### config.mk
export PLATFORM = sky130hd
export DESIGN_NAME = pid_servo_windup_clip_core
export DESIGN_NICKNAME = d
export VERILOG_FILES = /design/src/rtl/core/pidswc_pkg.sv /design/src/rtl/core/pidswc_mul.sv /design/src/rtl/core/pidswc_div.sv /design/src/rtl/core/pid_servo_windup_clip_core.sv
export SDC_FILE = /design/constraint.sdc
export NUM_CORES = 1
export LEC_CHECK = 0
export ABC_AREA = 1
export BUFFER_PORTS_ARGS = -buffer_cell sky130_fd_sc_hd__buf_2
export CORE_MARGIN = 4
export CORE_UTILIZATION = 37
export CTS_CLUSTER_SIZE = 28
export DETAILED_ROUTE_END_ITERATION = 12
export SLEW_MARGIN = 20
export SYNTH_ARGS = -nofsm -noshare
export SYNTH_HDL_FRONTEND = slang
export SYNTH_SLANG_ARGS = --single-unit
### constraint.sdc
create_clock -name clk -period 10.4 [get_ports clk]
set_input_delay 0 -clock clk [delete_from_list [all_inputs] [get_ports clk]]
set_output_delay 0 -clock clk [all_outputs]
set_load 0.05 [all_outputs]
### src/rtl/core/pidswc_pkg.sv
`default_nettype none
// ----------------------------------------------------------------------------
// pidswc_pkg
// Shared widths, register indexes, unit status type and saturation helper
// for the PID servo core.
// ----------------------------------------------------------------------------
package pidswc_pkg;

  localparam int unsigned DataW = 16;   // samples, gains, drive
  localparam int unsigned LimW  = 15;   // windup limit and divisor
  localparam int unsigned ProdW = 32;   // one signed gain product
  localparam int unsigned AccW  = 34;   // sum of three products plus headroom
  localparam int unsigned QuoW  = 32;   // magnitude of the sum
  localparam int unsigned CfgIdxW = 3;

  typedef enum logic [CfgIdxW-1:0] {
    REG_P_GAIN       = 3'd0,
    REG_I_GAIN       = 3'd1,
    REG_D_GAIN       = 3'd2,
    REG_WINDUP_LIMIT = 3'd3,
    REG_OUT_CENTRE   = 3'd4,
    REG_OUT_DIVISOR  = 3'd5,
    REG_OUT_LOW      = 3'd6,
    REG_OUT_HIGH     = 3'd7
  } cfg_reg_t;

  localparam logic CMD_RUN     = 1'b0;
  localparam logic CMD_RESTART = 1'b1;

  // status of a serial unit
  typedef struct packed {
    logic busy;
    logic done;   // one-cycle pulse, result valid from then on
  } unit_sts_t;

  localparam logic signed [AccW-1:0] SatMax = 34'sd32767;
  localparam logic signed [AccW-1:0] SatMin = -34'sd32768;

  function automatic logic signed [DataW-1:0] sat16(input logic signed [AccW-1:0] v);
    logic signed [DataW-1:0] r;
    if (v > SatMax) begin
      r = 16'sh7fff;
    end else if (v < SatMin) begin
      r = 16'sh8000;
    end else begin
      r = v[DataW-1:0];
    end
    return r;
  endfunction

endpackage
`default_nettype wire

### src/rtl/core/pidswc_mul.sv
`default_nettype none
// ----------------------------------------------------------------------------
// pidswc_mul
// Bit-serial signed 16x16 multiplier: shift-add on magnitudes, one
// multiplier bit per cycle, sign applied on the way out.
// ----------------------------------------------------------------------------
module pidswc_mul (
  input  wire logic                                 clk,
  input  wire logic                                 rst_n,
  input  wire logic                                 start,
  input  wire logic signed [pidswc_pkg::DataW-1:0]  mcand,
  input  wire logic signed [pidswc_pkg::DataW-1:0]  mplier,
  output pidswc_pkg::unit_sts_t                     sts,
  output logic signed [pidswc_pkg::ProdW-1:0]       product
);
  import pidswc_pkg::*;

  logic [DataW-1:0]  a_mag_r, a_mag_nxt;
  logic              neg_r, neg_nxt;
  logic [ProdW-1:0]  p_r, p_nxt;
  logic [4:0]        cnt_r, cnt_nxt;
  logic              busy_r, busy_nxt;
  logic              done_r, done_nxt;

  logic [DataW-1:0]  mcand_mag, mplier_mag;
  logic [DataW:0]    part;
  logic [ProdW-1:0]  p_neg;

  assign mcand_mag  = mcand[DataW-1]  ? (~mcand  + 16'd1) : mcand;
  assign mplier_mag = mplier[DataW-1] ? (~mplier + 16'd1) : mplier;

  // add the multiplicand into the upper half when the low bit is set
  assign part = {1'b0, p_r[ProdW-1:DataW]} + (p_r[0] ? {1'b0, a_mag_r} : 17'd0);

  always_comb begin
    a_mag_nxt = a_mag_r;
    neg_nxt   = neg_r;
    p_nxt     = p_r;
    cnt_nxt   = cnt_r;
    busy_nxt  = busy_r;
    done_nxt  = 1'b0;
    if (start) begin
      a_mag_nxt = mcand_mag;
      neg_nxt   = mcand[DataW-1] ^ mplier[DataW-1];
      p_nxt     = {16'd0, mplier_mag};
      cnt_nxt   = 5'd16;
      busy_nxt  = 1'b1;
    end else if (busy_r) begin
      p_nxt   = {part, p_r[DataW-1:1]};
      cnt_nxt = cnt_r - 5'd1;
      if (cnt_r == 5'd1) begin
        busy_nxt = 1'b0;
        done_nxt = 1'b1;
      end
    end
  end

  always_ff @(posedge clk) begin
    if (!rst_n) begin
      busy_r <= 1'b0;
      done_r <= 1'b0;
      cnt_r  <= 5'd0;
    end else begin
      busy_r <= busy_nxt;
      done_r <= done_nxt;
      cnt_r  <= cnt_nxt;
    end
    a_mag_r <= a_mag_nxt;
    neg_r   <= neg_nxt;
    p_r     <= p_nxt;
  end

  assign p_neg   = ~p_r + 32'd1;
  assign product = neg_r ? $signed(p_neg) : $signed(p_r);
  assign sts     = '{busy: busy_r, done: done_r};

endmodule
`default_nettype wire

### src/rtl/core/pidswc_div.sv
`default_nettype none
// ----------------------------------------------------------------------------
// pidswc_div
// Restoring divider, one quotient bit per cycle: 32-bit magnitude by a
// 15-bit divisor (zero divisor taken as one).
// ----------------------------------------------------------------------------
module pidswc_div (
  input  wire logic                              clk,
  input  wire logic                              rst_n,
  input  wire logic                              start,
  input  wire logic [pidswc_pkg::QuoW-1:0]       dividend,
  input  wire logic [pidswc_pkg::LimW-1:0]       divisor,
  output pidswc_pkg::unit_sts_t                  sts,
  output logic [pidswc_pkg::QuoW-1:0]            quotient
);
  import pidswc_pkg::*;

  logic [LimW-1:0]  dv_r, dv_nxt;
  logic [LimW-1:0]  rem_r, rem_nxt;
  logic [QuoW-1:0]  quo_r, quo_nxt;
  logic [5:0]       cnt_r, cnt_nxt;
  logic             busy_r, busy_nxt;
  logic             done_r, done_nxt;

  logic [LimW:0]    trial;
  logic [LimW+1:0]  diff;
  logic             ge;

  assign trial = {rem_r, quo_r[QuoW-1]};
  assign diff  = {1'b0, trial} - {2'b00, dv_r};
  assign ge    = ~diff[LimW+1];

  always_comb begin
    dv_nxt   = dv_r;
    rem_nxt  = rem_r;
    quo_nxt  = quo_r;
    cnt_nxt  = cnt_r;
    busy_nxt = busy_r;
    done_nxt = 1'b0;
    if (start) begin
      dv_nxt   = (divisor == '0) ? 15'd1 : divisor;
      rem_nxt  = '0;
      quo_nxt  = dividend;
      cnt_nxt  = 6'd32;
      busy_nxt = 1'b1;
    end else if (busy_r) begin
      rem_nxt = ge ? diff[LimW-1:0] : trial[LimW-1:0];
      quo_nxt = {quo_r[QuoW-2:0], ge};
      cnt_nxt = cnt_r - 6'd1;
      if (cnt_r == 6'd1) begin
        busy_nxt = 1'b0;
        done_nxt = 1'b1;
      end
    end
  end

  always_ff @(posedge clk) begin
    if (!rst_n) begin
      busy_r <= 1'b0;
      done_r <= 1'b0;
      cnt_r  <= 6'd0;
    end else begin
      busy_r <= busy_nxt;
      done_r <= done_nxt;
      cnt_r  <= cnt_nxt;
    end
    dv_r  <= dv_nxt;
    rem_r <= rem_nxt;
    quo_r <= quo_nxt;
  end

  assign quotient = quo_r;
  assign sts      = '{busy: busy_r, done: done_r};

endmodule
`default_nettype wire

### src/rtl/core/pid_servo_windup_clip_core.sv
`default_nettype none
// ----------------------------------------------------------------------------
// pid_servo_windup_clip_core
// Signed 16-bit PID servo with clipped error sum, scaled and clamped drive.
// Sequence: a run item passes three times through the bit-serial multiplier,
//   once through the divider, then is clamped into the output register once
//   the output slot is free.
// Flow: in_stall holds new items off until the last run item's drive is
//   registered; a restart item is taken while idle and gives no result.
// Reset: synchronous, active low; error sum and previous sample clear,
//   registers take their documented reset values, no result pending.
// ----------------------------------------------------------------------------
module pid_servo_windup_clip_core (
  input  wire logic                                  clk,
  input  wire logic                                  rst_n,
  // input items
  input  wire logic                                  in_valid,
  output logic                                       in_stall,
  input  wire logic                                  in_cmd,
  input  wire logic signed [pidswc_pkg::DataW-1:0]   in_target,
  input  wire logic signed [pidswc_pkg::DataW-1:0]   in_measured,
  // result items
  output logic                                       out_valid,
  input  wire logic                                  out_stall,
  output logic signed [pidswc_pkg::DataW-1:0]        out_drive,
  // configuration writes
  input  wire logic                                  cfg_we,
  input  wire logic [pidswc_pkg::CfgIdxW-1:0]        cfg_index,
  input  wire logic [pidswc_pkg::DataW-1:0]          cfg_data
);
  import pidswc_pkg::*;

  typedef enum logic [1:0] {
    ST_IDLE,
    ST_MUL,
    ST_DIV,
    ST_FIN
  } state_t;

  // --------------------------------------------------------------------------
  // Configuration registers
  // --------------------------------------------------------------------------
  logic signed [DataW-1:0] p_gain_r, i_gain_r, d_gain_r;
  logic [LimW-1:0]         windup_r, divisor_r;
  logic signed [DataW-1:0] centre_r, low_r, high_r;

  always_ff @(posedge clk) begin
    if (!rst_n) begin
      p_gain_r  <= '0;
      i_gain_r  <= '0;
      d_gain_r  <= '0;
      windup_r  <= 15'h7fff;
      centre_r  <= '0;
      divisor_r <= 15'd1;
      low_r     <= 16'sh8000;
      high_r    <= 16'sh7fff;
    end else if (cfg_we) begin
      unique case (cfg_reg_t'(cfg_index))
        REG_P_GAIN:       p_gain_r  <= cfg_data;
        REG_I_GAIN:       i_gain_r  <= cfg_data;
        REG_D_GAIN:       d_gain_r  <= cfg_data;
        REG_WINDUP_LIMIT: windup_r  <= cfg_data[LimW-1:0];
        REG_OUT_CENTRE:   centre_r  <= cfg_data;
        REG_OUT_DIVISOR:  divisor_r <= cfg_data[LimW-1:0];
        REG_OUT_LOW:      low_r     <= cfg_data;
        REG_OUT_HIGH:     high_r    <= cfg_data;
        default:          ;
      endcase
    end
  end

  // --------------------------------------------------------------------------
  // Loop state and sequencer registers
  // --------------------------------------------------------------------------
  state_t                  state_r, state_nxt;
  logic signed [DataW-1:0] es_r, es_nxt;         // clipped error sum
  logic signed [DataW-1:0] prev_r, prev_nxt;     // previous sample
  logic signed [DataW-1:0] pdiff_r, pdiff_nxt;
  logic signed [DataW-1:0] ddiff_r, ddiff_nxt;
  logic [1:0]              term_r, term_nxt;     // which gain product is running
  logic signed [AccW-1:0]  acc_r, acc_nxt;
  logic                    mul_start_r, mul_start_nxt;
  logic                    div_start_r, div_start_nxt;
  logic signed [DataW-1:0] pre_r, pre_nxt;       // centred, saturated drive
  logic                    out_valid_r, out_valid_nxt;
  logic signed [DataW-1:0] out_drive_r, out_drive_nxt;

  logic in_acc;
  assign in_stall = (state_r != ST_IDLE);
  assign in_acc   = in_valid && !in_stall;

  // --------------------------------------------------------------------------
  // Per-item front end: error sum clip and the two saturated differences
  // --------------------------------------------------------------------------
  logic signed [17:0] es_raw, lim_pos, lim_neg, es_clip;
  logic signed [16:0] pd17, dd17;

  assign es_raw  = 18'(es_r) - 18'(in_measured);
  assign lim_pos = $signed({3'b000, windup_r});
  assign lim_neg = -lim_pos;
  always_comb begin
    priority if (es_raw > lim_pos) begin
      es_clip = lim_pos;
    end else if (es_raw < lim_neg) begin
      es_clip = lim_neg;
    end else begin
      es_clip = es_raw;
    end
  end

  assign pd17 = 17'(in_measured) - 17'(in_target);
  assign dd17 = 17'(in_measured) - 17'(prev_r);

  // --------------------------------------------------------------------------
  // Serial arithmetic units
  // --------------------------------------------------------------------------
  unit_sts_t               mul_sts, div_sts;
  logic signed [DataW-1:0] mul_gain, mul_val;
  logic signed [ProdW-1:0] mul_prod;
  logic signed [AccW-1:0]  acc_abs;
  logic [QuoW-1:0]         quo;

  always_comb begin
    unique case (term_r)
      2'd0:    begin mul_gain = p_gain_r; mul_val = pdiff_r; end
      2'd1:    begin mul_gain = i_gain_r; mul_val = es_r;    end
      default: begin mul_gain = d_gain_r; mul_val = ddiff_r; end
    endcase
  end

  pidswc_mul u_mul (
    .clk     (clk),
    .rst_n   (rst_n),
    .start   (mul_start_r),
    .mcand   (mul_gain),
    .mplier  (mul_val),
    .sts     (mul_sts),
    .product (mul_prod)
  );

  // sum magnitude stays below 2^32, so the low word carries it whole
  assign acc_abs = acc_r[AccW-1] ? -acc_r : acc_r;

  pidswc_div u_div (
    .clk      (clk),
    .rst_n    (rst_n),
    .start    (div_start_r),
    .dividend (acc_abs[QuoW-1:0]),
    .divisor  (divisor_r),
    .sts      (div_sts),
    .quotient (quo)
  );

  // quotient takes the sign of the sum (truncation toward zero), then centre
  logic signed [AccW-1:0] q_pos, q_sgn, centred;
  assign q_pos   = $signed({2'b00, quo});
  assign q_sgn   = acc_r[AccW-1] ? -q_pos : q_pos;
  assign centred = q_sgn + AccW'(centre_r);

  // --------------------------------------------------------------------------
  // Sequencer
  // --------------------------------------------------------------------------
  always_comb begin
    state_nxt     = state_r;
    es_nxt        = es_r;
    prev_nxt      = prev_r;
    pdiff_nxt     = pdiff_r;
    ddiff_nxt     = ddiff_r;
    term_nxt      = term_r;
    acc_nxt       = acc_r;
    mul_start_nxt = 1'b0;
    div_start_nxt = 1'b0;
    pre_nxt       = pre_r;
    out_valid_nxt = out_valid_r && out_stall;
    out_drive_nxt = out_drive_r;

    unique case (state_r)
      ST_IDLE: begin
        if (in_acc) begin
          if (in_cmd == CMD_RESTART) begin
            es_nxt   = '0;
            prev_nxt = in_target;
          end else begin
            es_nxt        = es_clip[DataW-1:0];
            prev_nxt      = in_measured;
            pdiff_nxt     = sat16(AccW'(pd17));
            ddiff_nxt     = sat16(AccW'(dd17));
            term_nxt      = 2'd0;
            acc_nxt       = '0;
            mul_start_nxt = 1'b1;
            state_nxt     = ST_MUL;
          end
        end
      end
      ST_MUL: begin
        if (mul_sts.done) begin
          acc_nxt = acc_r + AccW'(mul_prod);
          if (term_r == 2'd2) begin
            div_start_nxt = 1'b1;
            state_nxt     = ST_DIV;
          end else begin
            term_nxt      = term_r + 2'd1;
            mul_start_nxt = 1'b1;
          end
        end
      end
      ST_DIV: begin
        if (div_sts.done) begin
          pre_nxt   = sat16(centred);
          state_nxt = ST_FIN;
        end
      end
      ST_FIN: begin
        // wait for the output slot; when limits cross, a drive below low takes low, any other takes high
        if (!out_valid_r || !out_stall) begin
          priority if (pre_r < low_r) begin
            out_drive_nxt = low_r;
          end else if (pre_r > high_r) begin
            out_drive_nxt = high_r;
          end else begin
            out_drive_nxt = pre_r;
          end
          out_valid_nxt = 1'b1;
          state_nxt     = ST_IDLE;
        end
      end
      default: state_nxt = ST_IDLE;
    endcase
  end

  always_ff @(posedge clk) begin
    if (!rst_n) begin
      state_r     <= ST_IDLE;
      es_r        <= '0;
      prev_r      <= '0;
      term_r      <= 2'd0;
      mul_start_r <= 1'b0;
      div_start_r <= 1'b0;
      out_valid_r <= 1'b0;
    end else begin
      state_r     <= state_nxt;
      es_r        <= es_nxt;
      prev_r      <= prev_nxt;
      term_r      <= term_nxt;
      mul_start_r <= mul_start_nxt;
      div_start_r <= div_start_nxt;
      out_valid_r <= out_valid_nxt;
    end
    pdiff_r     <= pdiff_nxt;
    ddiff_r     <= ddiff_nxt;
    acc_r       <= acc_nxt;
    pre_r       <= pre_nxt;
    out_drive_r <= out_drive_nxt;
  end

  assign out_valid = out_valid_r;
  assign out_drive = out_drive_r;

  // --------------------------------------------------------------------------
  // Assertions
  // --------------------------------------------------------------------------
`ifndef ASSERT_OFF
  a_units_exclusive: assert property (@(posedge clk) disable iff (!rst_n)
    !(mul_sts.busy && div_sts.busy))
    else $error("multiplier and divider busy together");

  a_mul_in_mul_state: assert property (@(posedge clk) disable iff (!rst_n)
    mul_sts.done |-> state_r == ST_MUL)
    else $error("product finished outside the multiply phase");

  a_div_to_fin: assert property (@(posedge clk) disable iff (!rst_n)
    div_sts.done |=> state_r == ST_FIN)
    else $error("quotient not taken into the finish phase");

  // a run item leaves the error sum inside the limit it was clipped to
  a_error_sum_clip: assert property (@(posedge clk) disable iff (!rst_n)
    (in_acc && in_cmd == CMD_RUN) |=> (18'(es_r) <= lim_pos) && (18'(es_r) >= lim_neg))
    else $error("error sum outside the windup limit");

  a_drive_clamped: assert property (@(posedge clk) disable iff (!rst_n)
    (out_valid_r && (low_r <= high_r)) |-> (out_drive_r >= low_r && out_drive_r <= high_r))
    else $error("drive outside the output limits");
`endif

endmodule
`default_nettype wire
==> impl_metrics.csv, run 1 <==
group,metric,value,unit
outcome,outcome,"finished clean",
placement,hpwl,63200,um
timing,rsz0062_at_grt,"no",
clocking,ctsHtreeMaxLevel,2,
synth,synth_cell_types,63,
clocking,clk_pin_slew,60,ps
critical_path,cp.buffers_inverters,5,
global_route,grt_first_pass_wirelength,133000,um
layout,fin_area,32000,um^2
synth,yosys.area.top_type,"edfxtp_1",
floorplan,core_region_area,76200,um^2
clocking,cts_made_buffers,47,
detailed_routing,routedWlPerCell,16.3,um
global_route,antenna_found_initial,0,
floorplan,die_w,286,um
placement,gp_congestion,0.922,
timing,hold_viol,0,
timing,min_period,4690,ps
timing,slew_headroom,0.303,
critical_path,crit_type,"reg2reg",
layout,drive_above_1_share,0.0689,
floorplan,dieArea,81500,um^2
floorplan,num_rows,101,
layout,regArea,9570,um^2
global_route,track_usage,0.200,
timing,finalSetupViolCount,0,
clocking,cts_sinks,389,
pwr,p_leak,14.8,nW
synth,ys_ff_latch,389,
detailed_routing,drt_iter0_markers,2048,
detailed_routing,vias_per_cell,5.08,
detailed_routing,wirelength,83300,um
timing,fin_setup_tns,0,ps
timing,worstMarginPinSlew,1040,ps
clocking,ctsRootBufferMaster,"clkbuf_16",
floorplan,ios,75,
floorplan,initial_utilization,0.374,
timing,slew_viol_final,0,
timing,fmax,0.213,GHz
synth,synth_async_sr_flop_share,0,
pwr,power_density,215,nW/um^2
synth,syn_inst,3962,
layout,final_nets,4331,
critical_path,crit_slowest_cell,"nand2_1",
job,cap_violations,0,
placement,post_dp_cell_area,29800,um^2
timing,finClkSkew,26.3,ps
min_path,holdCritPathClass,"in2reg",
synth,synth_seq_area_share,0.336,
critical_path,crit_path_start_kind,"flop",
critical_path,end_kind,"flop",
clocking,clockBufferDepth,3,
layout,area_delta_synth_final,12.1,%
clocking,clock_latency,610,ps
detailed_routing,ant_nets,0,
layout,fillCellCount,7861,
synth,synth_top_area_frac,0.188,
synth,synth_area,28500,um^2
detailed_routing,drt_pass1_iterations,6,
critical_path,cp.arrival,5170,ps
global_route,grt_pass1_vias,24800,
synth,synth_edf_count,178,
placement,port_buffers,74,
global_route,grt-ovfl-total,0,
critical_path,crit_path_max_incr_delay,500,ps
detailed_routing,drc,0,
clocking,cts_tree,"yes",
synth,avgSynthCellArea,7.19,um^2
synth,synth-warning-count,0,
synth,synth_area_leaders,"edfxtp_1, dfxtp_1, nand2_1",
synth,synth-main-ff-cell,"dfxtp_1",
detailed_routing,num_vias,26000,
floorplan,dieHeight,286,um
critical_path,cp_top_family,"simple AND/OR/NAND/NOR gates",
layout,multi_input_area,16300,um^2
timing,post-route-period-util,0.451,
global_route,grt_max_degree,72,
critical_path,crit_required,10890,ps
layout,diodes,0,
pwr,ir_drop,0.123,mV
critical_path,crit_path_max_fanout,20,
synth,synth_nets,4252,
[cell usage after synthesis (4+ instances only)]
library cell / number
nand3b_1: 14
a21oi_1: 342
edfxtp_1: 178
fa_1: 7
or2_2: 8
a31oi_1: 22
xor2_1: 150
nand2_1: 813
xnor2_1: 46
nand3_2: 4
o21ai_1: 22
a21oi_2: 6
ha_1: 226
o31ai_1: 8
inv_2: 16
clkinv_1: 5
o211ai_1: 44
a22o_1: 11
nor4_1: 15
inv_1: 542
and2_1: 5
nor2_1: 386
dfxtp_1: 211
nor3_2: 7
o21ai_0: 334
nor3b_1: 4
a21o_1: 18
o21bai_1: 11
nand3_1: 154
clkbuf_1: 100
o21a_1: 18
a21boi_0: 8
o22ai_1: 23
a211oi_1: 6
nor2_2: 21
nand2_2: 23
nor3_1: 46
buf_2: 17
nand4_1: 53
[worst min-delay path: stages]
cell,delay [ps]
buf_2,130
a21oi_1,270
nor3_1,100
nand2_1,60
a21oi_1,50
[registers in the layout (all words and copies together) (netlist names), 16 cells and up]
| signal | count |
|---|---|
| es_r | 16 |
| u_mul.p_r | 32 |
| p_gain_r | 16 |
| prev_r | 16 |
| i_gain_r | 16 |
| low_r | 16 |
| u_div.quotient | 32 |
| out_drive | 16 |
| ddiff_r | 16 |
| d_gain_r | 16 |
| acc_r | 34 |
| pdiff_r | 16 |
| centre_r | 16 |
| high_r | 16 |
| pre_r | 16 |
| u_mul.a_mag_r | 16 |
[layout by cell type, fill, tap and decap left out, drive strengths merged, types with 26 or more instances in the layout]
cell and n:
dfxtp 211, ha 226, nor2 410, buf 96
nor3 53, inv 564, a21oi 348, clkbuf 56
xnor2 46, nand4 55, edfxtp 178, nand3 159
dlygate4sd3 59, xor2 151, clkinv 26, o21ai 359
o211ai 44, nand2 837
[timing repair]
action                                  CTS  global route
buffers inserted                          0             0
hold buffers                             59             0
hold endpoints to repair                157             0
gates resized for setup                   0             0
endpoints found under the setup margin    0             0
[path summary, 6_finish.rpt]
check	startpoint	endpoint	slack, ps	cells past startpoint
max	es_r[0]	es_r[1]	5710	26
min	in_valid	term_r[1]	70	5
max reg2reg	es_r[0]	es_r[1]	5710	26
min reg2reg	p_gain_r[15]	p_gain_r[15]	450	2
[power by group]
part	switching, W	internal [W]	total [W]
registers	0.000209	0.00189	0.00210
logic	0.00204	0.00107	0.00311
clock network	0.000727	0.000928	0.00165
[through the flow]
stage | util | hold WS [ps] | worst slack (ps) | power (W) | std cells
after global routing | 0.419 | 97.1 | 5210 | 0.00741 | 5110
final | 0.419 | 67.6 | 5710 | 0.00686 | 5110
after floorplan | - | 126 | 6390 | 0.00441 | 3962
after global placement | 0.391 | 376 | 5880 | 0.00516 | 4963
after detailed placement | 0.391 | 380 | 5800 | 0.00518 | 4963
after CTS | 0.419 | 43.4 | 5780 | 0.00689 | 5110
[routing by layer]
layer	track usage	up-vias	routed length, um
met2	0.329	640	37700
li1	-	13300	-
met4	0.0771	0	3200
met5	0	-	0
met1	0.270	11800	38400
met3	0.0223	159	4000
[layout make-up]
class / instances / share of cell area
Clock buffer: 56 / 0.0391
Clock inverter: 32 / 0.00932
Multi-Input combinational cell: 2884 / 0.510
Inverter: 564 / 0.0663
Timing Repair Buffer: 155 / 0.0353
Sequential cell: 389 / 0.299
Tap cell: 1030 / 0.0403
[cell families (layout without fill, tap and decap cells)]
family / count (synthesis) / in the layout / synth area share
AND/OR/NAND/NOR: 1567 / 1567 / 0.234
XOR/XNOR: 197 / 197 / 0.0612
adder cells (fa/ha/maj): 233 / 233 / 0.104
AO/OA/AOI/OAI: 887 / 887 / 0.172
buffers and inverters: 689 / 807 / 0.0930
flip-flops: 389 / 389 / 0.336
No activity file was read; power rests on OpenSTA's default activity.
==> run 2, diff against run 1 <==
- ABC_AREA: 1 -> 0
- clock period: 10.4 -> 3.75 ns (I/O delays scaled with it)
==> run 2 against run 1 <==
  * The run now ends with negative setup slack left
  * Routed wire length fell by 6.1%
  * Final area grew 10%
  * Area after synthesis is 3.9% lower
  * Fmax shrank 7.2%
  * Die area fell by 3.8%
  * Utilization is 6.1 points higher
  * Via count shrank 7.0%
  * Flip-flop and latch count unchanged
  * Clock-buffer cell count rose by 4
  * Hold slack got worse by 34 ps
  * Final cell count shrank 9.0%
  * Clock power increased to 2.9 times the previous value
  * Largest power group unchanged
==> impl_metrics.csv, run 2 <==
group,metric,value,unit
outcome,outcome,"finished with violations",
timing,slew_viol_final,0,
timing,rsz0062_at_grt,"yes",
detailed_routing,ant_nets,0,
detailed_routing,wirelength,78300,um
synth,synth_nets,3463,
timing,finalSetupViolCount,46,
layout,layout_common_cells,"buf_4, nand2_1, ha_1",
timing,hold_ws,33.2,ps
critical_path,cp.arrival,5400,ps
timing,slew_headroom,0.448,
critical_path,crit_path_max_incr_delay,540,ps
layout,final_nets,3945,
global_route,antenna_found_initial,0,
synth,synth.most_common_cell,"nand2_1",
detailed_routing,num_vias,24100,
critical_path,cp.buffers_inverters,2,
global_route,grt-ovfl-total,0,
synth,synth_area_leaders,"edfxtp_1, dfxtp_1, ha_1",
global_route,track_usage,0.195,
pwr,power_density,572,nW/um^2
detailed_routing,drt_pass1_iterations,5,
critical_path,end_kind,"flop",
placement,port_buffers,74,
floorplan,ios,75,
synth,ys_ff_latch,389,
pwr,clkPwrFrac,0.235,
clocking,clock_latency,610,ps
critical_path,crit_type,"reg2reg",
synth,synth-main-ff-cell,"dfxtp_1",
pwr,ir_drop,0.305,mV
clocking,cts_tree,"yes",
clocking,clockBufferDepth,3,
timing,post-route-period-util,1.35,
layout,largest_register_ffs,34,
critical_path,crit_required,4090,ps
clocking,ctsHtreeMaxLevel,2,
critical_path,crit_slowest_cell,"or4_4",
layout,layout_commonest_cell,"buf_4",
layout,fin_util,0.481,
synth,syn_inst,3173,
pwr,power.switching,0.00745,W
synth,synth_top_area_frac,0.195,
pwr,seqPwrFrac,0.277,
synth,synth_edf_count,178,
min_path,holdCritPathClass,"in2reg",
timing,setup_slack,-1300,ps
floorplan,die_w,280,um
detailed_routing,drt_iter0_markers,1315,
clocking,clk_pin_slew,60,ps
synth,synth_cell_types,83,
layout,top_register,"acc_r",
placement,gp_congestion,0.874,
detailed_routing,routedWlPerCell,16.8,um
global_route,grt_pass1_vias,23800,
synth,synth_area,27400,um^2
pwr,p_int,0.0127,W
layout,diodes,0,
pwr,switching_share,0.370,
detailed_routing,drc,0,
floorplan,initial_utilization,0.374,
layout,area_delta_synth_final,28.6,%
floorplan,core_region_area,73200,um^2
floorplan,num_rows,99,
floorplan,dieArea,78400,um^2
detailed_routing,vias_per_cell,5.19,
clocking,ctsRootBufferMaster,"clkbuf_16",
outcome,failed_checks,"negative setup slack",
synth,yosys.area.top_type,"edfxtp_1",
job,cap_violations,0,
layout,fillCellCount,6889,
timing,fmax,0.198,GHz
critical_path,cp_top_family,"simple AND/OR/NAND/NOR gates",
synth,synth-warning-count,0,
clocking,cts_made_buffers,47,
timing,min_period,5050,ps
synth,synth_seq_area_share,0.350,
global_route,grt_first_pass_wirelength,125000,um
layout,drive_above_1_share,0.227,
critical_path,path_cells,"or4_4 > or2_4 > or4_4 > or3_4 > buf_6 > o21ai_4 > xnor2_1 > ha_2 > a21o_1 > a21o_1 > a21o_1 > or4_1 > a211oi_2 > a311oi_2 > nor4_1 > nand4_1 > o31ai_4 > buf_6 > o21ai_0",
pwr,combPwrFrac,0.487,
critical_path,crit_path_start_kind,"flop",
timing,hold_viol,0,
critical_path,crit_path_max_fanout,8,
global_route,grt_max_degree,122,
pwr,p_leak,14.9,nW
synth,synth_async_sr_flop_share,0,
clocking,cts_sinks,389,
placement,hpwl,58000,um
floorplan,dieHeight,280,um
critical_path,path_common_cell,"a21o_1",
timing,worstMarginPinSlew,828,ps
timing,finClkSkew,29.3,ps
synth,yosys-top-cells-count,"nand2_1, nor2_1, ha_1, dfxtp_1, a21oi_1",
synth,avgSynthCellArea,8.63,um^2
-- run 2: cell count changes in the layout (fill, tap and decap cells not counted), sizes merged, moves of 95 or more --
cell | before | now
buf | 96 | 528
nand2 | 837 | 414
inv | 564 | 207
o21ai | 359 | 143
nor2 | 410 | 228
a21oi | 348 | 210
xnor2 | 46 | 159
nand3 | 159 | 47
a21boi | 8 | 103
-- run 2: worst register-to-register path, stage by stage (launching register included) --
cell,delay (ps)
edfxtp_1,380
or4_4,540
or2_4,250
or4_4,420
or3_4,420
buf_6,150
o21ai_4,130
xnor2_1,80
ha_2,180
a21o_1,160
a21o_1,170
a21o_1,160
or4_1,420
a211oi_2,180
a311oi_2,90
nor4_1,260
nand4_1,190
o31ai_4,340
buf_6,190
o21ai_0,80
-- run 2: metal layers --
metal | track usage | vias up | share of wire
met4 | 0.0676 | 0 | 0.033
met1 | 0.255 | 11300 | 0.46
met5 | 0 | - | 0
li1 | - | 12300 | -
met3 | 0.0226 | 130 | 0.036
met2 | 0.336 | 414 | 0.47
-- run 2: cells by family (layout without fill, tap and decap cells) --
logic type	count (synthesis)	count (layout)	share of synthesized area
compound gates	874	874	0.215
xor+xnor	235	235	0.0752
fa+ha+maj	234	234	0.109
buf+inv	355	872	0.0513
flops	389	389	0.350
mux	75	76	0.0282
simple gates	1011	1011	0.172
-- run 2: power by group through the flow --
stage / Combinational (W) / Sequential, W / Clock, W
after floorplan: 0.00558 / 0.00563 / 0
after global placement: 0.00857 / 0.00563 / 0
after detailed placement: 0.00864 / 0.00565 / 0
after CTS: 0.00939 / 0.00556 / 0.00485
after global routing: 0.0108 / 0.00565 / 0.00501
final: 0.00980 / 0.00558 / 0.00474
-- run 2: path summary, 6_finish.rpt --
| check | slack (ps) | end | cells past startpoint | startpoint |
|---|---|---|---|---|
| setup / recovery | -1300 | pre_r[9] | 19 | u_div.quotient[8] |
| hold / removal | 30 | prev_r[1] | 4 | in_measured[1] |
| hold reg to reg | 460 | low_r[10] | 2 | low_r[10] |
| setup reg to reg | -1300 | pre_r[9] | 19 | u_div.quotient[8] |
-- run 2: cell type report --
type / instances / area, um^2 / share of cell area
Multi-Input combinational cell: 2430 / 17600 / 0.500
Tap cell: 959 / 1200 / 0.0341
Clock buffer: 60 / 1260 / 0.0357
Sequential cell: 389 / 9580 / 0.272
Inverter: 203 / 764 / 0.0217
Clock inverter: 25 / 325 / 0.00924
Timing Repair Buffer: 584 / 4470 / 0.127
-- run 2: through the flow --
step           worst slack, ps  cell area [um^2]  power (W)  setup TNS, ps  std cells
6_report                 -1300             35200     0.0201         -29220       4650
5_1_grt                  -1540             35200     0.0215         -39990       4650
4_1_cts                  -1390             34700     0.0198         -30090       4641
3_5_place_dp             -1650             31700     0.0143         -38830       4467
3_3_place_gp             -1560             31700     0.0142         -37360       4467
2_1_floorplan            -1270             27700     0.0112         -21420       3173
-- run 2: repair_timing --
item	CTS	global route
endpoints found under the hold margin	168	0
endpoints found under the setup margin	49	58
buffers inserted	29	12
gates resized for setup	136	92
hold buffers	56	0
cloned	4	0
pin swaps	93	55
